<file path="src/rtl/core/lftp_pkg.sv">
// Shared constants, operation codes and entry type for the latency fault table picker.
`timescale 1ns / 1ps

package lftp_pkg;

    // Table geometry.
    localparam int ENTRIES = 16;
    localparam int IDX_W   = (ENTRIES > 1) ? $clog2(ENTRIES) : 1;
    localparam int CNT_W   = IDX_W + 1;

    // Field widths.
    localparam int OP_W     = 2;
    localparam int ID_W     = 4;
    localparam int LAT_W    = 24;
    localparam int PEN_W    = 24;
    localparam int NOW_W    = 40;
    localparam int DL_W     = 41;
    localparam int CTR_W    = 32;
    localparam int STEP_W   = $clog2(CTR_W);

    // Stream word widths, padded to whole bytes.
    localparam int S_TDATA_W = 96;
    localparam int M_TDATA_W = 8;

    // Operation codes.
    localparam logic [OP_W-1:0] OP_UPDATE = 2'd0;
    localparam logic [OP_W-1:0] OP_QUERY  = 2'd1;
    localparam logic [OP_W-1:0] OP_REMOVE = 2'd2;
    localparam logic [OP_W-1:0] OP_PICK   = 2'd3;

    // One stored table entry.
    typedef struct packed {
        logic [LAT_W-1:0] latency;
        logic [DL_W-1:0]  deadline;
    } t_entry;

endpackage

</file>
<file path="src/rtl/core/latency_fault_table_picker.sv">
// Top level of the latency fault table picker: entry table, pick ranking sequencer and stream ports.
`timescale 1ns / 1ps

// Update and remove go straight to S_OUT to register their result; a query passes S_QUERY first.
// A pick counts the present entries in S_COUNT, runs the shared one-bit-per-cycle remainder
// unit in S_DIV, then ranks candidates through S_NEXTI, S_LOADI and S_SCAN in the single
// ranking comparator, which reads one table entry per cycle, and registers the result in S_OUT.
// Throughput: one word at a time; the next word is taken as soon as the result is registered.
// Reset (synchronous, active low) clears all present marks, the pick counter and the output valid.
module latency_fault_table_picker
    import lftp_pkg::*;
(
    input  logic                 i_clk,
    input  logic                 i_rst_n,
    // Input word, from bit 0: op[1:0], entry_index[5:2], latency_ms[29:6],
    // penalty_ms[53:30], now_ms[93:54], zero padding[95:94].
    input  logic                 s_tvalid,
    output logic                 s_tready,
    input  logic [S_TDATA_W-1:0] s_tdata,
    // Result word, from bit 0: available[0], pick_found[1], picked_index[5:2],
    // zero padding[7:6].
    output logic                 m_tvalid,
    input  logic                 m_tready,
    output logic [M_TDATA_W-1:0] m_tdata
);

    // Sequencer states.
    localparam logic [2:0] S_IDLE  = 3'd0;
    localparam logic [2:0] S_QUERY = 3'd1;
    localparam logic [2:0] S_COUNT = 3'd2;
    localparam logic [2:0] S_DIV   = 3'd3;
    localparam logic [2:0] S_NEXTI = 3'd4;
    localparam logic [2:0] S_LOADI = 3'd5;
    localparam logic [2:0] S_SCAN  = 3'd6;
    localparam logic [2:0] S_OUT   = 3'd7;

    // Input word fields.
    logic [OP_W-1:0]  w_op;
    logic [ID_W-1:0]  w_id;
    logic [LAT_W-1:0] w_lat;
    logic [PEN_W-1:0] w_pen;
    logic [NOW_W-1:0] w_now;
    logic             w_in_table;
    logic             w_s_acc;

    assign w_op       = s_tdata[1:0];
    assign w_id       = s_tdata[5:2];
    assign w_lat      = s_tdata[29:6];
    assign w_pen      = s_tdata[53:30];
    assign w_now      = s_tdata[93:54];
    assign w_in_table = (32'(w_id) < ENTRIES);
    assign w_s_acc    = s_tvalid && s_tready;

    // Control registers.
    logic [2:0]         r_state, n_state;
    logic [ENTRIES-1:0] r_present, n_present;
    logic [CTR_W-1:0]   r_pick_cnt, n_pick_cnt;
    logic               r_out_v, n_out_v;

    // Datapath registers.
    logic [IDX_W-1:0]  r_addr, n_addr;
    logic              r_in_table, n_in_table;
    logic [NOW_W-1:0]  r_now, n_now;
    logic [CNT_W-1:0]  r_j, n_j;
    logic [CNT_W-1:0]  r_i, n_i;
    logic [CNT_W-1:0]  r_n, n_n;
    logic [IDX_W-1:0]  r_only, n_only;
    logic [CNT_W-1:0]  r_rem, n_rem;
    logic [CTR_W-1:0]  r_div_sh, n_div_sh;
    logic [STEP_W-1:0] r_step, n_step;
    logic [CNT_W-1:0]  r_rank, n_rank;
    logic              r_cmp_v, n_cmp_v;
    logic [CNT_W-1:0]  r_cmp_j, n_cmp_j;
    logic [LAT_W-1:0]  r_cand_lat, n_cand_lat;
    logic [DL_W-1:0]   r_cand_dl, n_cand_dl;
    logic              r_cand_free, n_cand_free;
    logic              r_res_avail, n_res_avail;
    logic              r_res_found, n_res_found;
    logic [ID_W-1:0]   r_res_idx, n_res_idx;
    logic [M_TDATA_W-1:0] r_m_tdata, n_m_tdata;

    // Entry memory: one write port, one registered read port.
    t_entry           mem [ENTRIES];
    t_entry           r_rd_data;
    logic             w_mem_we;
    logic [IDX_W-1:0] w_rd_addr;
    t_entry           w_wr_data;

    assign w_wr_data.latency  = w_lat;
    assign w_wr_data.deadline = DL_W'({1'b0, w_now} + {{(DL_W-PEN_W){1'b0}}, w_pen});
    assign w_mem_we = (r_state == S_IDLE) && w_s_acc && (w_op == OP_UPDATE) && w_in_table;

    always_comb begin
        unique case (r_state)
            S_IDLE:  w_rd_addr = IDX_W'(w_id);
            S_SCAN:  w_rd_addr = r_j[IDX_W-1:0];
            default: w_rd_addr = r_i[IDX_W-1:0];
        endcase
    end

    always_ff @(posedge i_clk) begin
        if (w_mem_we) begin
            mem[IDX_W'(w_id)] <= w_wr_data;
        end
        r_rd_data <= mem[w_rd_addr];
    end

    // Shared ranking comparator: does the entry just read rank ahead of the candidate?
    logic w_cmp_free;
    logic w_ahead;

    assign w_cmp_free = ({1'b0, r_now} >= r_rd_data.deadline);

    always_comb begin
        if (w_cmp_free != r_cand_free) begin
            w_ahead = w_cmp_free;
        end else if (r_rd_data.latency != r_cand_lat) begin
            w_ahead = (r_rd_data.latency < r_cand_lat);
        end else if (r_rd_data.deadline != r_cand_dl) begin
            w_ahead = (r_rd_data.deadline < r_cand_dl);
        end else begin
            w_ahead = (r_cmp_j < r_i);
        end
    end

    // Shared remainder unit: restoring step, one dividend bit per cycle.
    logic [IDX_W-1:0] w_div;
    logic [CNT_W:0]   w_trial;
    logic             w_fits;

    assign w_div   = r_n[CNT_W-1:1];
    assign w_trial = {r_rem, r_div_sh[CTR_W-1]};
    assign w_fits  = (w_trial >= (CNT_W+1)'(w_div));

    logic w_m_acc;
    assign w_m_acc = r_out_v && m_tready;

    // Sequencer.
    always_comb begin
        n_state     = r_state;
        n_present   = r_present;
        n_pick_cnt  = r_pick_cnt;
        n_out_v     = r_out_v;
        n_addr      = r_addr;
        n_in_table  = r_in_table;
        n_now       = r_now;
        n_j         = r_j;
        n_i         = r_i;
        n_n         = r_n;
        n_only      = r_only;
        n_rem       = r_rem;
        n_div_sh    = r_div_sh;
        n_step      = r_step;
        n_rank      = r_rank;
        n_cmp_v     = r_cmp_v;
        n_cmp_j     = r_cmp_j;
        n_cand_lat  = r_cand_lat;
        n_cand_dl   = r_cand_dl;
        n_cand_free = r_cand_free;
        n_res_avail = r_res_avail;
        n_res_found = r_res_found;
        n_res_idx   = r_res_idx;
        n_m_tdata   = r_m_tdata;

        if (w_m_acc) begin
            n_out_v = 1'b0;
        end

        unique case (r_state)
            S_IDLE: begin
                if (w_s_acc) begin
                    n_addr      = IDX_W'(w_id);
                    n_in_table  = w_in_table;
                    n_now       = w_now;
                    n_res_avail = 1'b0;
                    n_res_found = 1'b0;
                    n_res_idx   = '0;
                    unique case (w_op)
                        OP_UPDATE: begin
                            if (w_in_table) begin
                                n_present[IDX_W'(w_id)] = 1'b1;
                            end
                            n_state = S_OUT;
                        end
                        OP_QUERY: begin
                            n_state = S_QUERY;
                        end
                        OP_REMOVE: begin
                            if (w_in_table) begin
                                n_present[IDX_W'(w_id)] = 1'b0;
                            end
                            n_state = S_OUT;
                        end
                        OP_PICK: begin
                            n_j     = '0;
                            n_n     = '0;
                            n_only  = '0;
                            n_state = S_COUNT;
                        end
                        default: begin
                            n_state = S_OUT;
                        end
                    endcase
                end
            end
            S_QUERY: begin
                n_res_avail = !r_in_table || !r_present[r_addr]
                              || ({1'b0, r_now} >= r_rd_data.deadline);
                n_state     = S_OUT;
            end
            S_COUNT: begin
                if (r_j < CNT_W'(ENTRIES)) begin
                    if (r_present[r_j[IDX_W-1:0]]) begin
                        n_n    = r_n + 1'b1;
                        n_only = r_j[IDX_W-1:0];
                    end
                    n_j = r_j + 1'b1;
                end else if (r_n == '0) begin
                    n_state = S_OUT;
                end else if (r_n == CNT_W'(1)) begin
                    n_res_found = 1'b1;
                    n_res_idx   = ID_W'(r_only);
                    n_state     = S_OUT;
                end else begin
                    n_rem      = '0;
                    n_div_sh   = r_pick_cnt;
                    n_step     = '0;
                    n_pick_cnt = r_pick_cnt + 1'b1;
                    n_state    = S_DIV;
                end
            end
            S_DIV: begin
                n_rem    = w_fits ? CNT_W'(w_trial - (CNT_W+1)'(w_div)) : CNT_W'(w_trial);
                n_div_sh = {r_div_sh[CTR_W-2:0], 1'b0};
                n_step   = r_step + 1'b1;
                if (r_step == STEP_W'(CTR_W - 1)) begin
                    n_i     = '0;
                    n_state = S_NEXTI;
                end
            end
            S_NEXTI: begin
                if (r_i >= CNT_W'(ENTRIES)) begin
                    n_state = S_OUT;
                end else if (r_present[r_i[IDX_W-1:0]]) begin
                    n_state = S_LOADI;
                end else begin
                    n_i = r_i + 1'b1;
                end
            end
            S_LOADI: begin
                n_cand_lat  = r_rd_data.latency;
                n_cand_dl   = r_rd_data.deadline;
                n_cand_free = ({1'b0, r_now} >= r_rd_data.deadline);
                n_j         = '0;
                n_rank      = '0;
                n_cmp_v     = 1'b0;
                n_state     = S_SCAN;
            end
            S_SCAN: begin
                if (r_j < CNT_W'(ENTRIES)) begin
                    n_cmp_v = 1'b1;
                    n_cmp_j = r_j;
                    n_j     = r_j + 1'b1;
                end else begin
                    n_cmp_v = 1'b0;
                end
                if (r_cmp_v && (r_cmp_j != r_i) && r_present[r_cmp_j[IDX_W-1:0]]
                        && w_ahead) begin
                    n_rank = r_rank + 1'b1;
                end
                if ((r_j >= CNT_W'(ENTRIES)) && !r_cmp_v) begin
                    if (r_rank == r_rem) begin
                        n_res_found = 1'b1;
                        n_res_idx   = ID_W'(r_i[IDX_W-1:0]);
                        n_state     = S_OUT;
                    end else begin
                        n_i     = r_i + 1'b1;
                        n_state = S_NEXTI;
                    end
                end
            end
            S_OUT: begin
                // The output register is free, or is being emptied this cycle.
                if (!r_out_v || m_tready) begin
                    n_out_v   = 1'b1;
                    n_m_tdata = {2'b00, r_res_idx, r_res_found, r_res_avail};
                    n_state   = S_IDLE;
                end
            end
            default: begin
                n_state = S_IDLE;
            end
        endcase
    end

    always_ff @(posedge i_clk) begin
        if (!i_rst_n) begin
            r_state    <= S_IDLE;
            r_present  <= '0;
            r_pick_cnt <= '0;
            r_out_v    <= 1'b0;
        end else begin
            r_state    <= n_state;
            r_present  <= n_present;
            r_pick_cnt <= n_pick_cnt;
            r_out_v    <= n_out_v;
        end
    end

    always_ff @(posedge i_clk) begin
        r_addr      <= n_addr;
        r_in_table  <= n_in_table;
        r_now       <= n_now;
        r_j         <= n_j;
        r_i         <= n_i;
        r_n         <= n_n;
        r_only      <= n_only;
        r_rem       <= n_rem;
        r_div_sh    <= n_div_sh;
        r_step      <= n_step;
        r_rank      <= n_rank;
        r_cmp_v     <= n_cmp_v;
        r_cmp_j     <= n_cmp_j;
        r_cand_lat  <= n_cand_lat;
        r_cand_dl   <= n_cand_dl;
        r_cand_free <= n_cand_free;
        r_res_avail <= n_res_avail;
        r_res_found <= n_res_found;
        r_res_idx   <= n_res_idx;
        r_m_tdata   <= n_m_tdata;
    end

    assign s_tready = (r_state == S_IDLE);
    assign m_tvalid = r_out_v;
    assign m_tdata  = r_m_tdata;

    // The partial remainder always stays below the divisor.
    a_rem_below_div: assert property (@(posedge i_clk) disable iff (!i_rst_n)
        (r_state == S_DIV) |-> (r_rem < CNT_W'(w_div)))
        else $error("remainder reached the divisor");

    // A candidate can never have as many entries ahead of it as are present.
    a_rank_bound: assert property (@(posedge i_clk) disable iff (!i_rst_n)
        (r_state == S_SCAN) |-> (r_rank < r_n))
        else $error("rank exceeds present count");

    // The scan index never runs past the table.
    a_scan_bound: assert property (@(posedge i_clk) disable iff (!i_rst_n)
        (r_state == S_SCAN) |-> (r_j <= CNT_W'(ENTRIES)))
        else $error("scan index past table");

    // An update of an entry inside the table marks it present.
    a_update_sets: assert property (@(posedge i_clk) disable iff (!i_rst_n)
        (w_s_acc && (w_op == OP_UPDATE) && w_in_table) |=> r_present[r_addr])
        else $error("update did not mark entry present");

endmodule

</file>
<file path="config.mk">
export PLATFORM = sky130hd
export DESIGN_NAME = latency_fault_table_picker
export DESIGN_NICKNAME = d
export VERILOG_FILES = /design/src/rtl/core/lftp_pkg.sv /design/src/rtl/core/latency_fault_table_picker.sv
export SDC_FILE = /design/constraint.sdc
export NUM_CORES = 2
export LEC_CHECK = 0
export CORE_MARGIN = 1.5
export CORE_UTILIZATION = 35
export CTS_BUF_LIST = sky130_fd_sc_hd__clkbuf_8
export CTS_CLUSTER_DIAMETER = 80
export CTS_CLUSTER_SIZE = 28
export DETAILED_ROUTE_END_ITERATION = 10
export DONT_BUFFER_PORTS = 1
export PLACE_DENSITY = 0.51
export REMOVE_ABC_BUFFERS = 1
export SYNTH_ARGS = -nofsm -noshare
export SYNTH_HDL_FRONTEND = slang
export SYNTH_SLANG_ARGS = --single-unit
</file>
<file path="constraint.sdc">
create_clock -name i_clk -period 10.4 [get_ports i_clk]
set_clock_uncertainty 0.05 [all_clocks]
set_input_delay 2.08 -clock i_clk [delete_from_list [all_inputs] [get_ports i_clk]]
set_output_delay 2.08 -clock i_clk [all_outputs]
set_load 0.005 [all_outputs]
</file>
==> summary.txt <==
Status
  – Status: complete, no violations

Floorplanning
  – Die X: 410 um
  – IO Count: 110
  – Starting density of the core: between 30% and 40%
  – Die ar.: approximately 0.17 sq mm
  – Num rows: around 150
  – CORE AREA: approximately 0.16 sq mm
  – Die height: around 400 um

Global routing
  – Antenna violations before repair: 16
  – Overflow after GRT: 0
  – First-pass GRT wire length: 197000 um
  – Largest net degree at the start of global routing: between 100 and 150
  – Number of global-route vias before repair: around 29000
  – Met2 Use GR: about a quarter
  – GR met3 Demand/Resource: under 10%
  – Total GRT Usage: 15.8%
  – Met1 GRT Util: 22.1%
  – Grt peak-use layer: met2

Routing
  – Residual DRC count: 0
  – Drt total wl: approximately 130000 um
  – Drt first pass iters: 5
  – Vias: approximately 29000
  – Final ANT Viol Nets: 0
  – Routed wire per std cell: 23.1 um
  – Initial DRC Count: 1885
  – Via density: 4.96

Synth
  – Ys async rst share: 0%
  – Synth Register Bits: 1351
  – Mapped Cells: approximately 3600
  – Ys flop type: edfxtp_1
  – Synth unique cells: between 80 and 90
  – Avg Synthesized Cell Area: about 16 sq um
  – Register area share after synthesis: slightly below 70%
  – Cell area after synthesis: 0.0579 sq mm
  – Total number of yosys warnings: 0
  – Number of synthesized flops with an enable pin: around 1200

Setup path
  – WP data required: ~11000 ps
  – Internal reg-to-reg setup slack: ~5600 ps
  – Crit path max fanout: 16
  – Critical Path AT: roughly 5700 ps
  – Crit path kind: in2reg
  – Crit start category: input pin
  – CP Capture Type: flip-flop

Cells and area
  – Fill cells: around 15000
  – Area growth, synth to finish: 8.02%
  – Layout cells sized above 1: 8.30%
  – Area occupied by multi-input gates: roughly 0.017 sq mm
  – Final instance area: 0.0626 sq mm
  – Sequential cell area: between 0.03 and 0.04 sq mm
  – Final net count: around 3800
  – Layout Cells excl Fill: approximately 5800

Clock tree
  – Post-CTS sizing: 0
  – CTS root buf: clkbuf_8
  – Clock Path Buffers: 3
  – Total CTS buffers: 80
  – CTS H-tree lvls: 3
  – TritonCTS clock tree: built
  – Post-cts hold buffer count: 0
  – Num Clock Sinks: approximately 1400
  – Clock transition at the registers of the reported paths: ~120 ps
  – Latest clock arrival within the worst-skew pair: 900 ps
  – Post CTS Setup Buffer Count: 0

Power and ir drop
  – Combinational share of power: roughly two fifths
  – Power per cell area: between 200 and 300 mW/mm^2
  – Sw frac: 35.7%
  – Cell-internal power: 0.0101 W
  – Leak: about 23 nW
  – Max IR drop VDD: between 0.2 and 0.3 mV
  – Switching power: between 0.005 and 0.006 W
  – Reg power frac: between 40% and 50%
  – Clk network pwr share: a little under a fifth

Hold path
  – HP Class: reg2reg

Placement
  – IO Port Bufs: 0
  – Placed instance count: around 5700
  – Placer Congestion: 0.791
  – Placed Area: a little over 0.06 sq mm
  – Post-DP HPWL: between 70000 and 80000 um
  – Dpl ws: 4270 ps

Timing
  – RSZ-0062 raised after global routing: no
  – Post-route setup TNS: 0 ps
  – Tmin final: 5310 ps
  – Setup Viol. Count Final: 0
  – Worst-margin pin slew: around 1300 ps
  – Max-slew violation count: 0
  – Peak Freq: ~190 MHz
  – Max transition margin: 12.6%
  – Fin crit share: 51.1%
  – Final hold vios: 0
  – Final worst-path setup slack: 5090 ps

Job
  – Max Cap Viol: 0
[placed cells by master (no fill, tap or decap), drive strengths merged, types with 64 or more instances in the layout]
master  synthesis  final
inv           149    181
dfxtp         117    117
clkbuf         35     81
mux2i         986    986
buf           113     73
ha            148    148
nor2          101    101
a21oi          64     64
nand2          85     85
edfxtp       1234   1234
[metal layers]
layer	vias up	wire, um
met5	-	97
met4	16	1950
met3	136	6570
met2	394	62500
met1	14800	63600
li1	13700	-
[per-stage QoR]
step           utilization (%)  power (W)  hold WS, ps
3_5_place_dp              36.8     0.0130          356
6_report                  38.0     0.0157          384
5_1_grt                   38.0     0.0166          393
3_3_place_gp              36.8     0.0130          353
2_1_floorplan                -     0.0124          350
4_1_cts                   38.0     0.0160          386
[power groups by stage]
| stage | sequential (W) | clock [W] | combinational, W |
|---|---|---|---|
| after CTS | 0.00671 | 0.00304 | 0.00621 |
| after floorplan | 0.00674 | 0 | 0.00565 |
| after detailed placement | 0.00683 | 0 | 0.00620 |
| after global placement | 0.00683 | 0 | 0.00618 |
| after global routing | 0.00675 | 0.00320 | 0.00665 |
| final | 0.00670 | 0.00292 | 0.00610 |
[critical path, stage by stage]
cell       delay [ps]
ha_1              150
inv_1              50
fa_1              400
nor2b_1           170
o31ai_1           130
a311oi_1          570
o21a_1            360
a21o_1            540
o2111ai_1         230
xnor2_1          1020
[flip-flops by register name (all words and copies together), names as in the netlist, 6 cells and up, named ones only]
register    count
mem          1040
r_rd_data      65
r_cand_dl      41
r_now          40
r_div_sh       32
r_pick_cnt     32
r_cand_lat     24
m_tdata         6
[cell families (layout without fill, tap and decap cells)]
| logic type | Yosys count | count (layout) | share of synthesized area [%] |
|---|---|---|---|
| flip-flops | 1351 | 1351 | 68.0 |
| multiplexers | 1036 | 1036 | 18.4 |
| AND/OR/NAND/NOR | 409 | 409 | 3.62 |
| buffers and inverters | 297 | 371 | 2.54 |
| AO/OA/AOI/OAI | 253 | 253 | 2.98 |
| adder cells (fa/ha/maj) | 150 | 150 | 3.27 |
| XOR/XNOR | 78 | 78 | 1.18 |
| other | 1 | 7 | 0.00647 |
[worst paths after layout]
path | start | endpoint | cells after the start
hold / removal | r_res_found | m_tdata[1] | 0
setup / recovery | s_tdata[30] | mem[4][30] | 10
setup reg to reg | r_state[1] | r_rd_data[51] | 10
hold reg to reg | r_res_found | m_tdata[1] | 0
[Yosys cell counts, types with 7 or more instances]
library cell,n,area share (%)
edfxtp_1,1234,64
nand2_1,85,0.55
a21boi_0,8,0.10
nand2b_1,11,0.12
clkbuf_1,33,0.21
inv_1,148,0.96
ha_1,148,3.2
o21ai_1,8,0.069
buf_2,52,0.45
o21a_1,21,0.27
a21oi_1,63,0.54
nor3_1,24,0.21
o211a_1,10,0.17
nand3_1,36,0.31
or3_1,9,0.097
buf_6,14,0.27
xnor2_1,57,0.86
and2_1,31,0.33
buf_4,47,0.61
nor2_1,100,0.65
nor2b_1,24,0.26
o21ai_0,41,0.35
dfxtp_1,117,4.0
mux4_2,19,0.74
mux2i_1,986,17
and3_1,20,0.22
o211ai_1,7,0.091
a21o_1,13,0.17
nand4_1,37,0.40
xor2_1,21,0.32
and4_1,8,0.12
mux2_2,31,0.60
a211oi_1,14,0.18
[area by class of cell]
type,instances,area share [%]
Sequential cell,1351,63.0
Multi-Input combinational cell,1928,27.6
Tap cell,2189,4.38
Clock buffer,81,1.78
Clock inverter,68,1.40
Timing Repair Buffer,73,0.976
Inverter,149,0.896
Antenna cell,5,0.0200
(Power assumes the default switching activity.)
